## config.mk

```make
export PLATFORM = sky130hd
export DESIGN_NAME = text_line_row_segmenter_unit
export DESIGN_NICKNAME = d
export VERILOG_FILES = /design/src/design/tlrs_pkg.sv /design/src/design/text_line_row_segmenter_unit.sv
export SDC_FILE = /design/constraint.sdc
export NUM_CORES = 1
export LEC_CHECK = 0
export BUFFER_PORTS_ARGS = -buffer_cell sky130_fd_sc_hd__buf_2
export CAP_MARGIN = 20
export CORE_MARGIN = 5
export CORE_UTILIZATION = 45
export CTS_BUF_LIST = sky130_fd_sc_hd__clkbuf_4 sky130_fd_sc_hd__clkbuf_8
export DETAILED_ROUTE_END_ITERATION = 10
export PLACE_DENSITY_LB_ADDON = 0.15
export SLEW_MARGIN = 20
export SYNTH_ARGS = -nofsm -noshare
export SYNTH_HDL_FRONTEND = slang
export SYNTH_SLANG_ARGS = --single-unit
```

## constraint.sdc

```tcl
create_clock -name clk -period 10.67 [get_ports clk]
set_input_delay 2.134 -clock clk [delete_from_list [all_inputs] [get_ports clk]]
set_output_delay 2.134 -clock clk [all_outputs]
set_load 0.01 [all_outputs]
```

## src/design/tlrs_pkg.sv

```systemverilog
package tlrs_pkg;

    localparam int LINE_W    = 12;
    localparam int CFG_W     = 12;
    localparam int CFG_IDX_W = 2;
    localparam int PIX_W     = 8;

    localparam logic [CFG_IDX_W-1:0] REG_MIN_HEIGHT = 2'd0;
    localparam logic [CFG_IDX_W-1:0] REG_MERGE_GAP  = 2'd1;
    localparam logic [CFG_IDX_W-1:0] REG_THIN_LIMIT = 2'd2;

    localparam logic [CFG_W-1:0] MIN_HEIGHT_RST = 12'd10;
    localparam logic [CFG_W-1:0] MERGE_GAP_RST  = 12'd2;
    localparam logic [CFG_W-1:0] THIN_LIMIT_RST = 12'd20;

    localparam int FIFO_DEPTH = 4;
    localparam int PTR_W      = 2;
    localparam int CNT_W      = 3;

    typedef struct packed {
        logic [LINE_W-1:0] line_start;
        logic [LINE_W-1:0] line_end;
        logic              has_line;
        logic              was_merged;
        logic              last_of_image;
    } res_t;

endpackage

```

## src/design/text_line_row_segmenter_unit.sv

```systemverilog
// Channel   Handshake                Payload
// input     in_valid / in_stall      pixel, row_end, image_end
// output    out_valid / out_stall    line_start, line_end, has_line, was_merged, last_of_image
// config    cfg_valid / cfg_ready    cfg_index, cfg_data
//
// One pixel word is taken every cycle while in_stall is low; the row state is updated in the same cycle.
// Results are registered into a four-entry result queue and are offered from its head.
// The input stalls only when fewer than two queue entries are free.
// Reset clears the row state, the pending line and the queue, and loads the register defaults.
module text_line_row_segmenter_unit #(
    parameter int MAX_ROWS = 4096
) (
    input  logic                            clk,
    input  logic                            rst_n,
    input  logic                            in_valid,
    output logic                            in_stall,
    input  logic [tlrs_pkg::PIX_W-1:0]      pixel,
    input  logic                            row_end,
    input  logic                            image_end,
    output logic                            out_valid,
    input  logic                            out_stall,
    output logic [tlrs_pkg::LINE_W-1:0]     line_start,
    output logic [tlrs_pkg::LINE_W-1:0]     line_end,
    output logic                            has_line,
    output logic                            was_merged,
    output logic                            last_of_image,
    input  logic                            cfg_valid,
    output logic                            cfg_ready,
    input  logic [tlrs_pkg::CFG_IDX_W-1:0]  cfg_index,
    input  logic [tlrs_pkg::CFG_W-1:0]      cfg_data
);

    localparam int RW = $clog2(MAX_ROWS);
    localparam int CW = (RW > tlrs_pkg::CFG_W) ? RW : tlrs_pkg::CFG_W;
    localparam logic [RW-1:0] ROW_MAX = RW'(MAX_ROWS - 1);

    function automatic logic [tlrs_pkg::LINE_W-1:0] to_line(input logic [RW-1:0] v);
        logic [CW-1:0] w;
        w = CW'(v);
        return w[tlrs_pkg::LINE_W-1:0];
    endfunction

    logic [tlrs_pkg::CFG_W-1:0] min_height_reg;
    logic [tlrs_pkg::CFG_W-1:0] merge_gap_reg;
    logic [tlrs_pkg::CFG_W-1:0] thin_limit_reg;

    logic [RW-1:0] row_index_reg, row_index_next;
    logic          row_has_ink_reg, row_has_ink_next;
    logic          in_run_reg, in_run_next;
    logic [RW-1:0] run_start_reg, run_start_next;
    logic          pending_valid_reg, pending_valid_next;
    logic [RW-1:0] pending_start_reg, pending_start_next;
    logic [RW-1:0] pending_end_reg, pending_end_next;

    tlrs_pkg::res_t fifo_reg [tlrs_pkg::FIFO_DEPTH];
    logic [tlrs_pkg::PTR_W-1:0] wr_ptr_reg, rd_ptr_reg;
    logic [tlrs_pkg::CNT_W-1:0] count_reg, count_next;

    logic          accept;
    logic          pop;
    logic          ink_row;
    logic          row_done;
    logic          run_close;
    logic [RW-1:0] height;
    logic [RW-1:0] gap;
    logic [RW-1:0] pend_height;
    logic          keep;
    logic          merge;
    logic          emit_line;
    logic          emit_last;
    logic          pend_after_valid;
    logic [RW-1:0] pend_after_start;
    logic [RW-1:0] pend_after_end;
    tlrs_pkg::res_t res_line;
    tlrs_pkg::res_t res_last;
    tlrs_pkg::res_t wr_data0;
    logic [1:0]    push_n;

    assign cfg_ready = 1'b1;

    assign accept   = in_valid && !in_stall;
    assign pop      = out_valid && !out_stall;
    assign in_stall = (count_reg > tlrs_pkg::CNT_W'(tlrs_pkg::FIFO_DEPTH - 2));
    assign out_valid = (count_reg != '0);

    assign line_start    = fifo_reg[rd_ptr_reg].line_start;
    assign line_end      = fifo_reg[rd_ptr_reg].line_end;
    assign has_line      = fifo_reg[rd_ptr_reg].has_line;
    assign was_merged    = fifo_reg[rd_ptr_reg].was_merged;
    assign last_of_image = fifo_reg[rd_ptr_reg].last_of_image;

    assign ink_row     = row_has_ink_reg || (pixel == '0);
    assign row_done    = row_end || image_end;
    assign run_close   = row_done && !ink_row && in_run_reg;
    assign height      = row_index_reg - run_start_reg;
    assign keep        = run_close && (CW'(height) >= CW'(min_height_reg));
    assign gap         = run_start_reg - pending_end_reg;
    assign pend_height = pending_end_reg - pending_start_reg;
    assign merge       = (CW'(gap) <= CW'(merge_gap_reg))
                      && (CW'(pend_height) < CW'(thin_limit_reg));
    assign emit_line   = keep && pending_valid_reg;
    assign emit_last   = image_end;

    always_comb
    begin
        res_line.line_start    = to_line(pending_start_reg);
        res_line.line_end      = merge ? to_line(row_index_reg) : to_line(pending_end_reg);
        res_line.has_line      = 1'b1;
        res_line.was_merged    = merge;
        res_line.last_of_image = 1'b0;

        pend_after_valid = pending_valid_reg;
        pend_after_start = pending_start_reg;
        pend_after_end   = pending_end_reg;
        if (keep)
        begin
            if (pending_valid_reg && merge)
            begin
                pend_after_valid = 1'b0;
            end
            else
            begin
                pend_after_valid = 1'b1;
                pend_after_start = run_start_reg;
                pend_after_end   = row_index_reg;
            end
        end

        res_last.has_line      = pend_after_valid;
        res_last.line_start    = pend_after_valid ? to_line(pend_after_start) : '0;
        res_last.line_end      = pend_after_valid ? to_line(pend_after_end) : '0;
        res_last.was_merged    = 1'b0;
        res_last.last_of_image = 1'b1;

        wr_data0 = emit_line ? res_line : res_last;
        push_n   = accept ? (2'(emit_line) + 2'(emit_last)) : 2'd0;
    end

    always_comb
    begin
        row_index_next     = row_index_reg;
        row_has_ink_next   = row_has_ink_reg;
        in_run_next        = in_run_reg;
        run_start_next     = run_start_reg;
        pending_valid_next = pending_valid_reg;
        pending_start_next = pending_start_reg;
        pending_end_next   = pending_end_reg;
        if (accept)
        begin
            if (!row_done)
            begin
                row_has_ink_next = ink_row;
            end
            else
            begin
                row_has_ink_next   = 1'b0;
                pending_valid_next = pend_after_valid;
                pending_start_next = pend_after_start;
                pending_end_next   = pend_after_end;
                if (ink_row && !in_run_reg)
                begin
                    in_run_next    = 1'b1;
                    run_start_next = row_index_reg;
                end
                else if (run_close)
                begin
                    in_run_next = 1'b0;
                end
                if (row_index_reg < ROW_MAX)
                begin
                    row_index_next = row_index_reg + 1'b1;
                end
                if (image_end)
                begin
                    pending_valid_next = 1'b0;
                    in_run_next        = 1'b0;
                    row_index_next     = '0;
                end
            end
        end
        count_next = count_reg + tlrs_pkg::CNT_W'(push_n) - tlrs_pkg::CNT_W'(pop);
    end

    always_ff @(posedge clk or negedge rst_n)
    begin
        if (!rst_n)
        begin
            min_height_reg    <= tlrs_pkg::MIN_HEIGHT_RST;
            merge_gap_reg     <= tlrs_pkg::MERGE_GAP_RST;
            thin_limit_reg    <= tlrs_pkg::THIN_LIMIT_RST;
            row_index_reg     <= '0;
            row_has_ink_reg   <= 1'b0;
            in_run_reg        <= 1'b0;
            run_start_reg     <= '0;
            pending_valid_reg <= 1'b0;
            pending_start_reg <= '0;
            pending_end_reg   <= '0;
            wr_ptr_reg        <= '0;
            rd_ptr_reg        <= '0;
            count_reg         <= '0;
        end
        else
        begin
            if (cfg_valid && cfg_ready)
            begin
                case (cfg_index)
                    tlrs_pkg::REG_MIN_HEIGHT: min_height_reg <= cfg_data;
                    tlrs_pkg::REG_MERGE_GAP:  merge_gap_reg  <= cfg_data;
                    tlrs_pkg::REG_THIN_LIMIT: thin_limit_reg <= cfg_data;
                    default: ;
                endcase
            end
            row_index_reg     <= row_index_next;
            row_has_ink_reg   <= row_has_ink_next;
            in_run_reg        <= in_run_next;
            run_start_reg     <= run_start_next;
            pending_valid_reg <= pending_valid_next;
            pending_start_reg <= pending_start_next;
            pending_end_reg   <= pending_end_next;
            wr_ptr_reg        <= wr_ptr_reg + tlrs_pkg::PTR_W'(push_n);
            rd_ptr_reg        <= rd_ptr_reg + tlrs_pkg::PTR_W'(pop);
            count_reg         <= count_next;
        end
    end

    always_ff @(posedge clk)
    begin
        if (push_n != 2'd0)
        begin
            fifo_reg[wr_ptr_reg] <= wr_data0;
        end
        if (push_n == 2'd2)
        begin
            fifo_reg[wr_ptr_reg + 1'b1] <= res_last;
        end
    end

endmodule

```

After elaboration in Yosys (flattened, before gate mapping)
Memory sizes are Yosys's and may differ from the RTL's.
Index checks and enable logic that the tools add are counted.

word-level totals
  flip-flop bits (word level) = 94
  latch bits = 0
  RAM bits = 108
  ROM bits = 0
  output and inout bits = 30
  logic and storage cells = 82
  memories kept = 1

memories
  name      words  bits a word  rd ports  clocked after memory_dff  wr ports  line                                text
  fifo_reg  4      27           1         0                         2         text_line_row_segmenter_unit.sv:55  tlrs_pkg::res_t fifo_reg [tlrs_pkg::FIFO_DEPTH];

cells by class
  add/sub/neg operators = 10
  multiply operators = 0
  div/mod/pow operators = 0
  order comparisons = 5
  equality and inequality tests = 3
  shift-type cells = 0
  muxes and demuxes = 22
  bitwise operators = 0
  reductions and logical operators = 28

operators by type and width
  cell                                                                  count
  12-bit two-way mux                                                    9
  12-bit subtractor                                                     3
  27-bit two-way mux                                                    1
  12-bit by 1-bit adder with 12-bit output, second input constant       1
  12-bit greater-or-equal comparator                                    1
  12-bit <= comparator                                                  1
  12-bit < comparator                                                   1
  12-bit < comparator, second input constant                            1
  1-bit two-way mux                                                     11
  1-bit logical AND                                                     9
  3-bit AND reduction                                                   3
  8-bit zero test                                                       1
  2-bit AND reduction                                                   4
  3-bit nonzero test                                                    2
  2-bit equality test, second input constant                            2
  1-bit zero test                                                       4
  2-bit nonzero test                                                    2
  3-bit by 2-bit adder with 3-bit output                                1
  3-bit by 2-bit > comparator with 1-bit output, second input constant  1
  3-bit by 1-bit subtractor with 3-bit output                           1
  1-bit by 1-bit adder with 2-bit output                                1
  2-bit by 1-bit adder with 2-bit output                                1
  2-bit by 1-bit adder with 2-bit output, second input constant         1
  2-bit adder                                                           1
  4 further kinds                                                       5

Logic depth before layout (Yosys ltp)
  depth after elaboration = 12
  gate-level depth with buffers = 26

Worst setup path before layout
OpenSTA, ideal clock, no wires.

  path type = register to register
  start = reg row_index_reg[0]
  end = mem fifo_reg[3][10] in the netlist's numbering (enable)
  setup time = 381 ps
  arrival time = 5652 ps
  required time = 10289 ps
  setup slack = 4637 ps
  cell stages (with the launch flop) = 24
  buffers on the path = 2
  period minus slack after synthesis = 6033 ps
  path through = dfrtp_1 -> clkbuf_1 -> inv_1 -> ha_1 -> inv_1 -> fa_1 -> a21o_1 -> a21oi_1 -> o21bai_1 -> a2111o_1 -> a31o_2 -> a21oi_1 -> xnor2_1 -> ha_1 -> a211o_1 -> a31oi_1 -> o21ai_2 -> o211a_4 -> ha_1 -> nand4b_1 -> or3b_2 -> and2_0 -> clkbuf_1 -> inv_1

RTL lines
  item                    line                                 text
  start, declared         text_line_row_segmenter_unit.sv:47   logic [RW-1:0] row_index_reg, row_index_next;
  start signal, assigned  text_line_row_segmenter_unit.sv:213  row_index_reg <= row_index_next;
  end, declared           text_line_row_segmenter_unit.sv:55

==> flow_metrics.env <==
export IMPL_status="finished, final reports clean"
export IMPL_power_density_nw_per_um2=185
export IMPL_peakVddDrop_mv=0.106
export IMPL_worst_slack_ns=3.83
export IMPL_cts_tree="yes"
export IMPL_cts_root_buffer="clkbuf_8"
export IMPL_rows=60
export IMPL_die_h_um=174
export IMPL_min_period_ns=6.84
export IMPL_post_route_period_util_pct=64.1
export IMPL_hold_viol=0
export IMPL_ctsLongestPathBuffers=3
export IMPL_fin_cells=1480
export IMPL_yosys_warnings=0
export IMPL_syn_area_um2=12100
export IMPL_setup_viol=0
export IMPL_clock_latency_ns=0.55
export IMPL_hpwlAfterDp_um=23100
export IMPL_seq_area_frac_synth_pct=45.6
export IMPL_synth_edf_count=100
export IMPL_synthesis_instances=1077
export IMPL_htree_levels=2
export IMPL_start_util_pct=45.3
export IMPL_yosysUniqueCellTypes=79
export IMPL_tightest_slew_ns=1.13
export IMPL_grt_max_degree=67
export IMPL_routed_via_density=5.99
export IMPL_ys_flop_type="edfxtp_1"
export IMPL_final_cell_mix="100 x edfxtp_1, 88 x dfrtp_1, 85 x inv_1"
export IMPL_end_kind="flip-flop"
export IMPL_dieArea_um2=30300
export IMPL_largest_register_ffs=108
export IMPL_synth_net_count=1185
export IMPL_r2r_setup_slack_ns=3.83
export IMPL_vias=8870
export IMPL_num_antenna_cells=0
export IMPL_r2r_worst_path_cells=22
export IMPL_clock_sink_count=202
export IMPL_hold_class="flip-flop to flip-flop"
export IMPL_antenna_found_initial=0
export IMPL_crit_required_ns=10.94
export IMPL_io_buffer_count=57
export IMPL_drv_cap=0
export IMPL_holdPathStages=1
export IMPL_postCtsResizedCells=0
export IMPL_avgSynthCellArea_um2=11.2
export IMPL_cts_hold_buf=0
export IMPL_clkTransAtPathRegs_ns=0.06
export IMPL_drtIter0Drc=610
export IMPL_worstPathArrival_ns=7.11
export IMPL_busiest_layer="met2"
export IMPL_syn_to_final_growth_pct=10.4
export IMPL_postSynth_asyncResetShare_pct=46.5
export IMPL_die_width_um=174
export IMPL_post_cts_buffers=0
export IMPL_routed_wl_um=32900
export IMPL_grt_pass1_wl_um=51400
export IMPL_grt_met2_usage_pct=35.3
export IMPL_crit_path_max_fanout=16
export IMPL_setup_tns_ns=0
export IMPL_grtUsageMet3_pct=3.13
export IMPL_slew_violations=0
export IMPL_finalNetCount=1218
export IMPL_path_class="flip-flop to flip-flop"
export IMPL_first_global_vias=8718
export IMPL_clock_fmax_mhz=146
export IMPL_grt_usage_pct=21.6
export IMPL_dp_cells=1412
export IMPL_ant_nets=0
export IMPL_post_place_ws_ns=3.70
export IMPL_rsz0062_at_grt="no"
export IMPL_p_leak_nw=5.42
export IMPL_cts_made_buffers=37
export IMPL_grtUsageMet1_pct=30.4
export IMPL_wl_per_cell_um=22.2
export IMPL_drc=0
export IMPL_layout_drive_gt1_share_pct=20.0
export IMPL_finalClockSkew_ns=0.0323
export IMPL_core_area_um2=26700
export IMPL_ys_ff_latch=202
export IMPL_layout_commonest_cell="edfxtp_1"
export IMPL_dr_pass1_iters=5
export IMPL_relSlewSlack_pct=24.1
export IMPL_gp_congestion=0.876
export IMPL_num_io_pins=59
export IMPL_grt_overflow=0
export IMPL_fill_cells=2408
export IMPL_startpoint_type="flip-flop"
logic make-up after synthesis:
group,synth area share [%]
other cells,0.0310
fa+ha+maj,8.42
compound gates,16.9
xor+xnor,3.04
buf+inv,5.73
flops,45.6
mux,10.6
simple gates,9.68
cell usage after synthesis (4+ instances only):
cell | number | area, um^2
buf_1 | 5 | 18.8
mux2_1 | 9 | 101
o21ai_0 | 50 | 250
dfxtp_1 | 8 | 160
o21ai_1 | 30 | 150
dfrtp_1 | 89 | 2230
and2_0 | 4 | 25.0
ha_1 | 75 | 938
buf_4 | 9 | 67.6
nand3_1 | 10 | 50.1
clkbuf_1 | 27 | 101
edfxtp_1 | 100 | 3000
xor2_1 | 9 | 78.8
mux4_2 | 27 | 608
o21a_1 | 11 | 82.6
and2_1 | 5 | 31.3
and3_1 | 8 | 50.1
or3_1 | 9 | 56.3
xnor2_1 | 33 | 289
or2_2 | 8 | 50.1
a21oi_1 | 30 | 150
a21o_1 | 9 | 67.6
o2bb2ai_1 | 12 | 105
nand3b_1 | 4 | 30.0
a32o_1 | 48 | 480
mux2_2 | 30 | 338
a41oi_1 | 37 | 324
nand2_1 | 63 | 236
dfstp_2 | 5 | 131
nor2_1 | 34 | 128
fa_1 | 4 | 80.1
a211oi_1 | 5 | 37.5
buf_2 | 29 | 145
o211ai_1 | 4 | 30.0
nor2b_1 | 9 | 56.3
nand4_1 | 5 | 31.3
inv_1 | 85 | 319
nand2b_1 | 5 | 31.3
mux2i_1 | 23 | 230
nor3_1 | 52 | 260
report_power, final:
part / internal [mW] / switching [mW] / total (mW)
combinational: 0.299 / 0.356 / 0.655
sequential: 0.909 / 0.109 / 1.02
clock: 0.471 / 0.330 / 0.801
total: 1.68 / 0.795 / 2.47
worst max-delay path, stage by stage, from the launching register on:
cell,delay [ns]
dfrtp_1,0.49
inv_1,0.18
ha_1,0.19
inv_1,0.05
fa_1,0.40
a21o_1,0.17
a21oi_1,0.21
o21bai_1,0.11
a2111o_1,0.43
a31o_2,0.24
a21oi_1,0.16
xnor2_1,0.08
ha_1,0.31
nand4_1,0.10
or3_1,0.40
o21ai_2,0.18
o211a_4,0.25
ha_1,0.27
o211ai_1,0.35
or2_0,0.35
and2_0,0.76
inv_1,0.51
buf_4,0.37
routing by layer:
metal	vias to the layer above	share of wire (%)
met5	-	0
met4	0	2.4
met3	61	5.2
met2	249	47
met1	4407	46
li1	4153	-
area by class of cell:
cell class,count,area (um^2),area share [%]
multi-input combinational,715,5900,44.2
timing repair buffer,67,363,2.72
clock buffer,58,704,5.27
inverter,87,327,2.45
sequential,202,5530,41.4
clock inverter,10,106,0.796
tap,341,427,3.19
metrics by stage:
step                power (mW)  area [um^2]  util, %  hold WS [ns]
floorplan                 1.48        12100        -         0.420
global placement          1.68        12500     46.9         0.445
detailed placement        1.70        12500     46.9         0.453
CTS                       2.50        13300     49.9         0.466
global route              2.61        13400     50.0         0.494
finish                    2.47        13400     50.0         0.461
worst paths after layout:
path,to,from
min in group asynchronous,pending_end_reg[4]$_DFFE_PN0P_,rst_n
worst min register to register,fifo_reg[0][0]$_SDFFE_PP1N_,fifo_reg[0][0]$_SDFFE_PP1N_
worst max register to register,fifo_reg[3][18]$_DFFE_PP_,row_index_reg[0]$_DFFE_PN0P_
max in group asynchronous,rd_ptr_reg[0]$_DFF_PN0_,rst_n
worst max-delay path,fifo_reg[3][18]$_DFFE_PP_,row_index_reg[0]$_DFFE_PN0P_
worst min-delay path,fifo_reg[0][0]$_SDFFE_PP1N_,fifo_reg[0][0]$_SDFFE_PP1N_
(Power assumes the default switching activity.)
